===== config.mk =====
export PLATFORM = sky130hd
export DESIGN_NAME = tabu_triple_table_unit_flat
export DESIGN_NICKNAME = d
export VERILOG_FILES = /design/src/hdl/ttu_pkg.sv /design/src/hdl/ttu_if.sv /design/src/hdl/ttu_ram.sv /design/src/hdl/ttu_ctrl.sv /design/src/hdl/ttu_dp.sv /design/src/hdl/tabu_triple_table_unit.sv /design/src/flat_wrapper.sv
export SDC_FILE = /design/constraint.sdc
export NUM_CORES = 2
export LEC_CHECK = 0
export ABC_AREA = 0
export BUFFER_PORTS_ARGS = -buffer_cell sky130_fd_sc_hd__clkbuf_2
export CAP_MARGIN = 20
export CORE_ASPECT_RATIO = 1.2
export CORE_MARGIN = 2
export CORE_UTILIZATION = 55
export CTS_CLUSTER_SIZE = 28
export DETAILED_ROUTE_END_ITERATION = 12
export MAX_ROUTING_LAYER = met4
export PLACE_DENSITY = 0.74
export SYNTH_ARGS = -nofsm -noshare
export SYNTH_HDL_FRONTEND = slang
export SYNTH_SLANG_ARGS = --single-unit

===== constraint.sdc =====
create_clock -name clock -period 3.3 [get_ports clock]
set_input_delay 0.66 -clock clock [delete_from_list [all_inputs] [get_ports clock]]
set_output_delay 0.66 -clock clock [all_outputs]
set_load 0.05 [all_outputs]

===== src/hdl/ttu_pkg.sv =====
// shared constants, types and helpers of the tabu triple table unit
package ttu_pkg;

   // table geometry
   localparam int DEPTH  = 64;
   localparam int ADDR_W = $clog2(DEPTH);
   localparam int CNT_W  = $clog2(DEPTH + 1);
   localparam int KEY_W  = 24;

   // field widths fixed by the beat format
   localparam int CAP_W  = 7;
   localparam int FILL_W = 7;
   localparam int BYTE_W = 8;

   // wide enough for head plus count and for the capacity register
   localparam int SUM_W  = ((CAP_W > CNT_W) ? CAP_W : CNT_W) + 1;

   localparam logic [CAP_W-1:0] CAP_RESET = CAP_W'(16);

   // configuration port
   localparam int CSR_ADDR_W = 3;
   localparam int CSR_DATA_W = 32;
   localparam logic CAPACITY_IDX = 1'b0;

   // request modes
   localparam logic MODE_QUERY = 1'b0;
   localparam logic MODE_ADD   = 1'b1;

   // controller to datapath commands
   typedef struct packed {
      logic load_item;
      logic do_add;
      logic scan_en;
      logic load_out;
   } ttu_cmd_type;

   // datapath to controller status
   typedef struct packed {
      logic scan_done;
   } ttu_sts_type;

   // ring slot of a sum below twice the depth
   function automatic logic [ADDR_W-1:0] ring_wrap(input logic [SUM_W-1:0] x);
      logic [SUM_W-1:0] t;
      t = (x >= SUM_W'(DEPTH)) ? x - SUM_W'(DEPTH) : x;
      return t[ADDR_W-1:0];
   endfunction

endpackage


===== src/hdl/ttu_if.sv =====
// request and response channel interfaces of the tabu triple table unit
interface ttu_req_if;
   import ttu_pkg::*;
   logic              valid;
   logic              ready;
   logic              mode;
   logic [BYTE_W-1:0] job_index;
   logic [BYTE_W-1:0] op_order;
   logic [BYTE_W-1:0] resource_index;

   modport source (output valid, mode, job_index, op_order, resource_index, input ready);
   modport sink   (input valid, mode, job_index, op_order, resource_index, output ready);
endinterface

interface ttu_rsp_if;
   import ttu_pkg::*;
   logic              valid;
   logic              ready;
   logic              hit;
   logic [FILL_W-1:0] fill_count;

   modport source (output valid, hit, fill_count, input ready);
   modport sink   (input valid, hit, fill_count, output ready);
endinterface


===== src/hdl/ttu_ram.sv =====
// generic single write port ram with registered read
module ttu_ram #(
   parameter int WIDTH = 8,
   parameter int DEPTH = 16
) (
   input  logic                     clock,
   input  logic                     wr_en,
   input  logic [$clog2(DEPTH)-1:0] wr_addr,
   input  logic [WIDTH-1:0]         wr_data,
   input  logic                     rd_en,
   input  logic [$clog2(DEPTH)-1:0] rd_addr,
   output logic [WIDTH-1:0]         rd_data
);

   logic [WIDTH-1:0] mem_ff [DEPTH];
   logic [WIDTH-1:0] rd_data_ff;

   always_ff @(posedge clock) begin
      if (wr_en) begin
         mem_ff[wr_addr] <= wr_data;
      end
      if (rd_en) begin
         rd_data_ff <= mem_ff[rd_addr];
      end
   end

   assign rd_data = rd_data_ff;

endmodule


===== src/hdl/ttu_ctrl.sv =====
// sequencer of the tabu triple table unit
module ttu_ctrl
   import ttu_pkg::*;
(
   input  logic        clock,
   input  logic        reset,
   input  logic        req_valid,
   input  logic        req_mode,
   output logic        req_ready,
   output logic        rsp_valid,
   input  logic        rsp_ready,
   output ttu_cmd_type cmd,
   input  ttu_sts_type sts
);

   localparam logic [1:0] ST_IDLE   = 2'd0;
   localparam logic [1:0] ST_ADD    = 2'd1;
   localparam logic [1:0] ST_SCAN   = 2'd2;
   localparam logic [1:0] ST_FINISH = 2'd3;

   logic [1:0] state_ff, state_in;
   logic       rsp_valid_ff, rsp_valid_in;
   logic       accept;
   logic       out_free;

   assign req_ready = (state_ff == ST_IDLE);
   assign accept    = req_valid && req_ready;
   assign out_free  = !rsp_valid_ff || rsp_ready;

   // next state and commands
   always_comb begin
      state_in      = state_ff;
      cmd.load_item = accept;
      cmd.do_add    = 1'b0;
      cmd.scan_en   = 1'b0;
      cmd.load_out  = 1'b0;
      case (state_ff)
         ST_IDLE: begin
            if (accept) begin
               state_in = (req_mode == MODE_ADD) ? ST_ADD : ST_SCAN;
            end
         end
         ST_ADD: begin
            cmd.do_add = 1'b1;
            state_in   = ST_FINISH;
         end
         ST_SCAN: begin
            cmd.scan_en = 1'b1;
            if (sts.scan_done) begin
               state_in = ST_FINISH;
            end
         end
         ST_FINISH: begin
            if (out_free) begin
               cmd.load_out = 1'b1;
               state_in     = ST_IDLE;
            end
         end
         default: begin
            state_in = ST_IDLE;
         end
      endcase
   end

   // response valid: set on load, cleared once the beat is taken
   always_comb begin
      rsp_valid_in = rsp_valid_ff;
      if (cmd.load_out) begin
         rsp_valid_in = 1'b1;
      end else if (rsp_ready) begin
         rsp_valid_in = 1'b0;
      end
   end

   always_ff @(posedge clock) begin
      if (reset) begin
         state_ff     <= ST_IDLE;
         rsp_valid_ff <= 1'b0;
      end else begin
         state_ff     <= state_in;
         rsp_valid_ff <= rsp_valid_in;
      end
   end

   assign rsp_valid = rsp_valid_ff;

endmodule


===== src/hdl/ttu_dp.sv =====
// datapath of the tabu triple table unit: ring pointers, scan and result registers
module ttu_dp
   import ttu_pkg::*;
(
   input  logic              clock,
   input  logic              reset,
   input  ttu_cmd_type       cmd,
   output ttu_sts_type       sts,
   input  logic [KEY_W-1:0]  req_key,
   input  logic              cap_wr,
   input  logic [CAP_W-1:0]  cap_data,
   output logic [CAP_W-1:0]  capacity,
   output logic              rsp_hit,
   output logic [FILL_W-1:0] rsp_fill_count
);

   logic [CAP_W-1:0]  cap_ff;
   logic [CNT_W-1:0]  count_ff, count_in;
   logic [ADDR_W-1:0] head_ff, head_in;
   logic [KEY_W-1:0]  key_ff;
   logic [CNT_W-1:0]  idx_ff;
   logic [ADDR_W-1:0] ptr_ff;
   logic              pend_ff;
   logic              hit_ff, hit_in;
   logic              rsp_hit_ff;
   logic [FILL_W-1:0] rsp_fill_ff;

   logic [SUM_W-1:0]  cap_wide;
   logic [SUM_W-1:0]  eff_cap;
   logic [SUM_W-1:0]  count_wide;
   logic              full;
   logic [ADDR_W-1:0] wr_slot;
   logic              issue;
   logic [KEY_W-1:0]  rd_data;

   // capacity clamped to one .. depth
   assign cap_wide   = SUM_W'(cap_ff);
   assign count_wide = SUM_W'(count_ff);
   always_comb begin
      if (cap_wide == '0) begin
         eff_cap = SUM_W'(1);
      end else if (cap_wide > SUM_W'(DEPTH)) begin
         eff_cap = SUM_W'(DEPTH);
      end else begin
         eff_cap = cap_wide;
      end
   end

   // add: new entry always lands at head plus count, oldest entries drop when full
   assign full    = (count_wide >= eff_cap);
   assign wr_slot = ring_wrap(SUM_W'(head_ff) + count_wide);

   always_comb begin
      head_in  = head_ff;
      count_in = count_ff;
      if (cmd.do_add) begin
         if (full) begin
            head_in  = ring_wrap(SUM_W'(head_ff) + count_wide + SUM_W'(1) - eff_cap);
            count_in = CNT_W'(eff_cap);
         end else begin
            count_in = count_ff + CNT_W'(1);
         end
      end
   end

   // scan: one read issued a cycle, compare on the registered data
   assign issue         = cmd.scan_en && (idx_ff < count_ff) && !hit_ff;
   assign hit_in        = hit_ff || (pend_ff && (rd_data == key_ff));
   assign sts.scan_done = !issue && !pend_ff;

   ttu_ram #(
      .WIDTH(KEY_W),
      .DEPTH(DEPTH)
   ) u_store (
      .clock   (clock),
      .wr_en   (cmd.do_add),
      .wr_addr (wr_slot),
      .wr_data (key_ff),
      .rd_en   (issue),
      .rd_addr (ptr_ff),
      .rd_data (rd_data)
   );

   // table state and capacity register
   always_ff @(posedge clock) begin
      if (reset) begin
         cap_ff   <= CAP_RESET;
         count_ff <= '0;
         head_ff  <= '0;
         pend_ff  <= 1'b0;
      end else begin
         if (cap_wr) begin
            cap_ff <= cap_data;
         end
         count_ff <= count_in;
         head_ff  <= head_in;
         pend_ff  <= cmd.load_item ? 1'b0 : issue;
      end
   end

   // item, scan and result registers
   always_ff @(posedge clock) begin
      if (cmd.load_item) begin
         key_ff <= req_key;
         idx_ff <= '0;
         ptr_ff <= head_ff;
         hit_ff <= 1'b0;
      end else begin
         hit_ff <= hit_in;
         if (issue) begin
            idx_ff <= idx_ff + CNT_W'(1);
            ptr_ff <= ring_wrap(SUM_W'(ptr_ff) + SUM_W'(1));
         end
      end
      if (cmd.load_out) begin
         rsp_hit_ff  <= hit_ff;
         rsp_fill_ff <= FILL_W'(count_ff);
      end
   end

   assign capacity       = cap_ff;
   assign rsp_hit        = rsp_hit_ff;
   assign rsp_fill_count = rsp_fill_ff;

endmodule


===== src/hdl/tabu_triple_table_unit.sv =====
// Tabu triple table unit: a ring of up to DEPTH (job, operation order, resource)
// triples held in one memory. A request beat with mode add stores the triple,
// dropping the oldest entries once the fill count reaches the capacity register
// (zero counts as one, values above DEPTH as DEPTH); a beat with mode query
// answers hit when the triple matches a stored entry. Every request gives one
// response beat carrying hit (always 0 for an add) and the fill count after the
// item. Items are handled one at a time: an add passes an add and a finish state
// before its response is registered; a query scans the single read port of the
// memory one entry per cycle, stopping early on a hit.
// A finished response may wait in its output register while the next request
// is accepted. There is no clearing pass after reset. The capacity register
// (7 bits, reset 16) sits at byte address 0 of the configuration port and
// should be written only while the unit is idle.
module tabu_triple_table_unit
   import ttu_pkg::*;
(
   input  logic                  clock,
   input  logic                  reset,
   ttu_req_if.sink               req_bus,
   ttu_rsp_if.source             rsp_bus,
   input  logic                  psel,
   input  logic                  penable,
   input  logic                  pwrite,
   input  logic [CSR_ADDR_W-1:0] paddr,
   input  logic [CSR_DATA_W-1:0] pwdata,
   output logic [CSR_DATA_W-1:0] prdata,
   output logic                  pready
);

   ttu_cmd_type      cmd;
   ttu_sts_type      sts;
   logic             cap_sel;
   logic             cap_wr;
   logic [CAP_W-1:0] capacity;

   // configuration port decode
   assign pready  = 1'b1;
   assign cap_sel = (paddr[CSR_ADDR_W-1] == CAPACITY_IDX);
   assign cap_wr  = psel && penable && pwrite && pready && cap_sel;
   assign prdata  = cap_sel ? CSR_DATA_W'(capacity) : '0;

   ttu_ctrl u_ctrl (
      .clock     (clock),
      .reset     (reset),
      .req_valid (req_bus.valid),
      .req_mode  (req_bus.mode),
      .req_ready (req_bus.ready),
      .rsp_valid (rsp_bus.valid),
      .rsp_ready (rsp_bus.ready),
      .cmd       (cmd),
      .sts       (sts)
   );

   ttu_dp u_dp (
      .clock          (clock),
      .reset          (reset),
      .cmd            (cmd),
      .sts            (sts),
      .req_key        ({req_bus.job_index, req_bus.op_order, req_bus.resource_index}),
      .cap_wr         (cap_wr),
      .cap_data       (pwdata[CAP_W-1:0]),
      .capacity       (capacity),
      .rsp_hit        (rsp_bus.hit),
      .rsp_fill_count (rsp_bus.fill_count)
   );

endmodule


===== src/flat_wrapper.sv =====
// flat-port wrapper written by rule: the top's interface ports become plain ports
module tabu_triple_table_unit_flat import ttu_pkg::*;
  (clock, reset, psel, penable, pwrite, paddr, pwdata, prdata, pready, req_bus_valid, req_bus_mode, req_bus_job_index, req_bus_op_order, req_bus_resource_index, req_bus_ready, rsp_bus_valid, rsp_bus_hit, rsp_bus_fill_count, rsp_bus_ready);
  ttu_req_if req_bus_i ();
  ttu_rsp_if rsp_bus_i ();
  input  logic clock;
  input  logic reset;
  input  logic psel;
  input  logic penable;
  input  logic pwrite;
  input  logic [CSR_ADDR_W-1:0] paddr;
  input  logic [CSR_DATA_W-1:0] pwdata;
  output logic [CSR_DATA_W-1:0] prdata;
  output logic pready;
  input wire logic [$bits(req_bus_i.valid)-1:0] req_bus_valid;
  input wire logic [$bits(req_bus_i.mode)-1:0] req_bus_mode;
  input wire logic [$bits(req_bus_i.job_index)-1:0] req_bus_job_index;
  input wire logic [$bits(req_bus_i.op_order)-1:0] req_bus_op_order;
  input wire logic [$bits(req_bus_i.resource_index)-1:0] req_bus_resource_index;
  output wire logic [$bits(req_bus_i.ready)-1:0] req_bus_ready;
  output wire logic [$bits(rsp_bus_i.valid)-1:0] rsp_bus_valid;
  output wire logic [$bits(rsp_bus_i.hit)-1:0] rsp_bus_hit;
  output wire logic [$bits(rsp_bus_i.fill_count)-1:0] rsp_bus_fill_count;
  input wire logic [$bits(rsp_bus_i.ready)-1:0] rsp_bus_ready;
  assign req_bus_i.valid = req_bus_valid;
  assign req_bus_i.mode = req_bus_mode;
  assign req_bus_i.job_index = req_bus_job_index;
  assign req_bus_i.op_order = req_bus_op_order;
  assign req_bus_i.resource_index = req_bus_resource_index;
  assign req_bus_ready = req_bus_i.ready;
  assign rsp_bus_valid = rsp_bus_i.valid;
  assign rsp_bus_hit = rsp_bus_i.hit;
  assign rsp_bus_fill_count = rsp_bus_i.fill_count;
  assign rsp_bus_i.ready = rsp_bus_ready;
  tabu_triple_table_unit u_core (.clock(clock), .reset(reset), .req_bus(req_bus_i), .rsp_bus(rsp_bus_i), .psel(psel), .penable(penable), .pwrite(pwrite), .paddr(paddr), .pwdata(pwdata), .prdata(prdata), .pready(pready));
endmodule

Yosys cells after proc, flatten, opt, wreduce, memory -nomap -nowiden
Memories as Yosys holds them, arrays and structs flattened. A register that Yosys moved wholly into a read port is not among the register bits.
Index checks and enable logic that the tools add are counted.
{ "word_totals": {"register_bits": 70, "mem_bits_rw": 1536, "input_bits": 67, "output_inout_bits": 43, "memories": 1} }
{ "classes": {"addsub": 9, "n_lt_le_gt_ge": 6, "eq_ne": 7, "n_mux": 22, "n_bitwise": 1, "n_reduce_logical": 21} }
{ "mem_list": {"columns": ["name", "words", "width", "rd", "rd_clocked_by_memory_dff", "wr", "line", "text"], "rows": [
  ["u_core.u_dp.u_store.mem_ff", 64, 24, 1, 1, 1, "ttu_ram.sv:15", "logic [WIDTH-1:0] mem_ff [DEPTH];"]
]} }
{ "ops": {"columns": ["op", "n"], "rows": [
  ["$mux W6", 5],
  ["$mux W7", 4],
  ["$eq A24 B24 Y1", 1],
  ["$sub A6 B1 Y6 const B", 3],
  ["$ge A8 B7 Y1 const B", 2],
  ["$add A7 B1 Y7 const B", 2],
  ["$add A6 B7 Y8", 1],
  ["$add A8 B1 Y8 const B", 1],
  ["$ge A7 B8 Y1", 1],
  ["$logic_and A1 B1 Y1", 8],
  ["$logic_not A8 Y1", 1],
  ["$mux W1", 8],
  ["$mux W2", 4],
  ["$pmux W2 S4", 1],
  ["$sub A8 B7 Y8", 1],
  ["$add A6 B1 Y7 const B", 1],
  ["$ge A7 B7 Y1 const B", 1],
  ["$gt A7 B7 Y1 const B", 1],
  ["$lt A7 B7 Y1", 1],
  ["$eq A2 B2 Y1 const B", 2],
  ["$logic_not A1 Y1", 4],
  ["$ne A2 B1 Y1 const B", 2],
  ["$reduce_bool A2 Y1", 2],
  ["$reduce_and A3 Y1", 1],
  ["other kinds (7)", 8]
]} }

Longest topological paths before layout
{ "logic_depth": {"ltp_word": 8, "mapped_depth": 14, "depth_no_buf": 14} }

Hierarchy
A second synthesis with hierarchy kept.
{ "hier_totals": {"cells_unflattened": 2994, "area_unflattened_um2": 63606.0} }
{ "by_module_without_submodules": {"columns": ["module", "n_inst", "cells_each", "area_each_um2"], "rows": [
  ["ttu_ram", 1, 2610, 59535.8],
  ["ttu_dp", 1, 321, 3560.9],
  ["tabu_triple_table_unit", 1, 36, 274.0],
  ["ttu_ctrl", 1, 27, 235.2]
]} }

Worst setup path after synthesis
No wires, ideal clock.
{ "synth_path": {"kind": "register to register", "start": "register u_core.u_dp.count_ff[1]", "end": "memory u_core.u_dp.u_store.mem_ff[0][0] (netlist bit), enable pin", "arrival_time_ns": 2.865, "required_ns": 2.895, "setup_slack_ns": 0.030, "stages_incl_launch_ff": 8, "path_buffers": 0, "path_cell_list": "dfxtp_1 -> ha_1 -> a211oi_1 -> o21bai_1 -> a21oi_1 -> xor2_1 -> nand3_1 -> nor2_1"} }
{ "synth_between": {"elab_chain_cells": 3, "elab_cells_between_ends": 4, "classes_between": "add/sub (2); order compare (1); mux (1)"} }
{ "synth_lines": {"columns": ["element", "line", "text"], "rows": [
  ["start, declared", "ttu_dp.sv:18", "logic [CNT_W-1:0] count_ff, count_in;"],
  ["start signal, assigned", "ttu_dp.sv:95", "count_ff <= count_in;"],
  ["$add A6 B7 Y8 *", "ttu_dp.sv:51", "assign wr_slot = ring_wrap(SUM_W'(head_ff) + count_wide);"],
  ["$ge A8 B7 Y1 or $sub A6 B1 Y6 (tied branches)", "ttu_pkg.sv:45", "t = (x >= SUM_W'(DEPTH)) ? x - SUM_W'(DEPTH) : x;"],
  ["$mux W6 *", "ttu_pkg.sv:45", null],
  ["end, declared", "ttu_ram.sv:15", null]
]} }
Every way passes the cells marked *; elsewhere a longest branch is shown, timed or not.

==> metrics.cfg <==
[outcome]
outcome=complete, no violations

[placed_design]
portBuffers=56
dp_hpwl_um=95000
dp.cells=4765
gp_congestion=0.898
dpl_cell_area_um2=67900

[pwr]
p_comb_share_pct=29.6
power_frac_seq_pct=42.1
p_total_uw=58400
power.share.clock_pct=28.3
swShare_pct=31.2
p_switching_uw=18200
p_int_uw=40200
p_leak_uw=0.0236
ir_drop_v=0.000662
power.density_nw_per_um2=805

[synth]
ys_ff_latch=1630
async_reset_ff_share_pct=0
syn_inst=3075
syn_area_per_cell_um2=20.7
syn_area_um2=63500
synth.distinct_cells=58
yosysSeqAreaShare_pct=76.6
synth-main-ff-cell=edfxtp_1
yosysWarnings=0
synth_edf_count=1598

[sta]
period_share_pct=98.2
finalClockSkew_ns=0.0288
fmax_mhz=308
tightest_slew_ns=0.930
period_needed_ns=3.24
hold_viol=0
setup_viol=0
rsz0062_at_grt=yes
drv_slew=0
maxSlewHeadroom_pct=38.0

[route]
drt_wl_total_um=159000
vias=32500
drt-initial-drc-count=3944
drt_first_pass_iters=5
wl_per_cell_um=31.5
vias_per_cell=6.46
ant_nets=0
drcViolationCount=0

[layout]
final_common_cell=edfxtp_1
layout_common_cells=edfxtp_1, mux4_2, mux2i_1
final_util_pct=63.4
area_growth_pct=14.4
drive_gt1_share_pct=26.4
fin_area_um2=72600
layout.cells.non_filler=5034
nNetsFinal=3501
fillers=7315

[die]
placeableCoreArea_um2=115000
die_x_um=314
ios=110
rows=136
die_y_um=376
fp.dieArea_um2=118000
floorplan.initialDensity_pct=55.5

[clock_tree]
root_buffer=clkbuf_16
cts_tree=built
path_clk_slew_ns=0.07
numCtsBuffers=148
clk_latency_ns=0.78
ctsHoldBuffers=0
htreeDepth=4
cts_buffer_depth=3
cts.sinks=1630

[worst_setup_path]
worstPathArrival_ns=3.76
crit_type=flip-flop to flip-flop
cp_num_buf_inv=4
end_kind=flip-flop
slowest_stage=mux4_2
crit_required_ns=3.82
cpPeakStageDelay_ns=0.57
crit_path_start_kind=flip-flop
worstPathMaxFanout=30
path_delay_family=multiplexers
path_cells=buf_12 -> buf_12 -> mux4_2 -> mux2i_1 -> nor2_1 -> a2111oi_1 -> buf_4 -> a211oi_1 -> buf_4 -> o31a_1

[grt]
grt_usage_pct=27.9
grt_pass1_wl_um=226000
grt_overflow=0
grt_max_degree=65
antenna_found_initial=3
grt_pass1_vias=32800

[run]
maxCapViolations=0

[min_path]
min_path_type=input pin to flip-flop

synth_stat cells (19+ instances only):
library cell	n	area [um^2]
nand2b_1	24	150
mux2i_1	221	2210
buf_2	33	165
xor2_1	23	201
xnor2_1	19	166
a22oi_1	33	248
o22ai_1	45	282
clkbuf_1	56	210
nand2_1	54	203
o21ai_0	32	160
buf_6	27	304
buf_1	20	75.1
o221ai_1	40	350
a21oi_1	47	235
nand3_1	32	160
buf_4	46	345
ha_1	34	425
edfxtp_1	1598	48000
inv_1	26	97.6
mux4_2	302	6800
nor2_1	127	477
dfxtp_1	32	641
a211oi_1	35	263
stage by stage:
step	setup slack [ns]	hold slack (ns)	TNS (ns)
final	0.0578	0.0515	0
after global routing	-0.0145	0.0296	-0.0147
after CTS	0.0117	0.0137	0
after detailed placement	0.0779	0.477	0
after global placement	0.0730	0.472	0
after floorplan	0.0298	0.432	0
state kept, by name, indices dropped and copies added (netlist names):
name,flops
u_core.u_dp.u_store.rd_data,24
u_core.u_dp.capacity,7
u_core.u_dp.ptr_ff,6
u_core.u_dp.rsp_fill_count,7
u_core.u_dp.head_ff,6
u_core.u_dp.idx_ff,7
u_core.u_dp.key_ff,24
u_core.u_ctrl.state_ff,2
u_core.u_ctrl.rsp_valid,1
u_core.u_dp.rsp_hit,1
u_core.u_dp.hit_ff,1
u_core.u_dp.u_store.mem_ff,1536
u_core.u_dp.count_ff,7
u_core.u_dp.pend_ff,1
timing repair:
action                                  4_1_cts  5_1_grt
endpoints found under the setup margin        1        6
setup buffers                                 0        1
pin swaps                                     0        0
gates resized for setup                       1        2
per-layer routing:
layer | global-route usage [%] | vias to the layer above | routed length (um)
met5 | - | - | 0
met4 | 13.8 | 0 | 8590
met3 | 4.82 | 341 | 13600
met2 | 45.0 | 1875 | 79800
met1 | 34.6 | 16900 | 56800
li1 | - | 13300 | -
layout make-up:
class,count,area [um^2],share of cell area [%]
inverters,29,109,0.150
flip-flops and latches,1630,48600,66.9
repair buffers,332,3380,4.66
well taps,1518,1900,2.61
clock buffers,179,3850,5.30
diodes,1,2.50,0.00345
multi-input cells,1257,13900,19.2
clock inverters,88,813,1.12
power by group through the flow:
stage	Sequential, uW	Clock [uW]	Combinational [uW]
2_1_floorplan	25400	0	9850
3_3_place_gp	25000	0	16600
3_5_place_dp	25000	0	17000
4_1_cts	24600	16700	17200
5_1_grt	24600	17500	18000
6_report	24600	16500	17300
cell families after synthesis:
| family | Yosys count | share of synthesized area (%) |
|---|---|---|
| DFF | 1630 | 76.6 |
| muxes | 532 | 14.4 |
| AOI/OAI and AO/OA | 324 | 3.69 |
| and+or+nand+nor | 297 | 2.14 |
| buffers and inverters | 212 | 1.93 |
| xor gates and xnor gates | 42 | 0.579 |
| adders and majority gates | 36 | 0.733 |
| other | 2 | 0.0118 |
path summary, 6_finish.rpt:
check / slack (ns) / end / cells after the start / from
setup / recovery: 0.06 / u_core.u_dp.u_store.rd_data[14] / 10 / u_core.u_dp.ptr_ff[0]
hold / removal: 0.05 / u_core.u_dp.key_ff[16] / 1 / req_bus_job_index[0]
setup reg to reg: 0.06 / u_core.u_dp.u_store.rd_data[14] / 10 / u_core.u_dp.ptr_ff[0]
hold reg to reg: 0.49 / u_core.u_dp.head_ff[1] / 2 / u_core.u_dp.head_ff[1]
(Power assumes the default switching activity.)
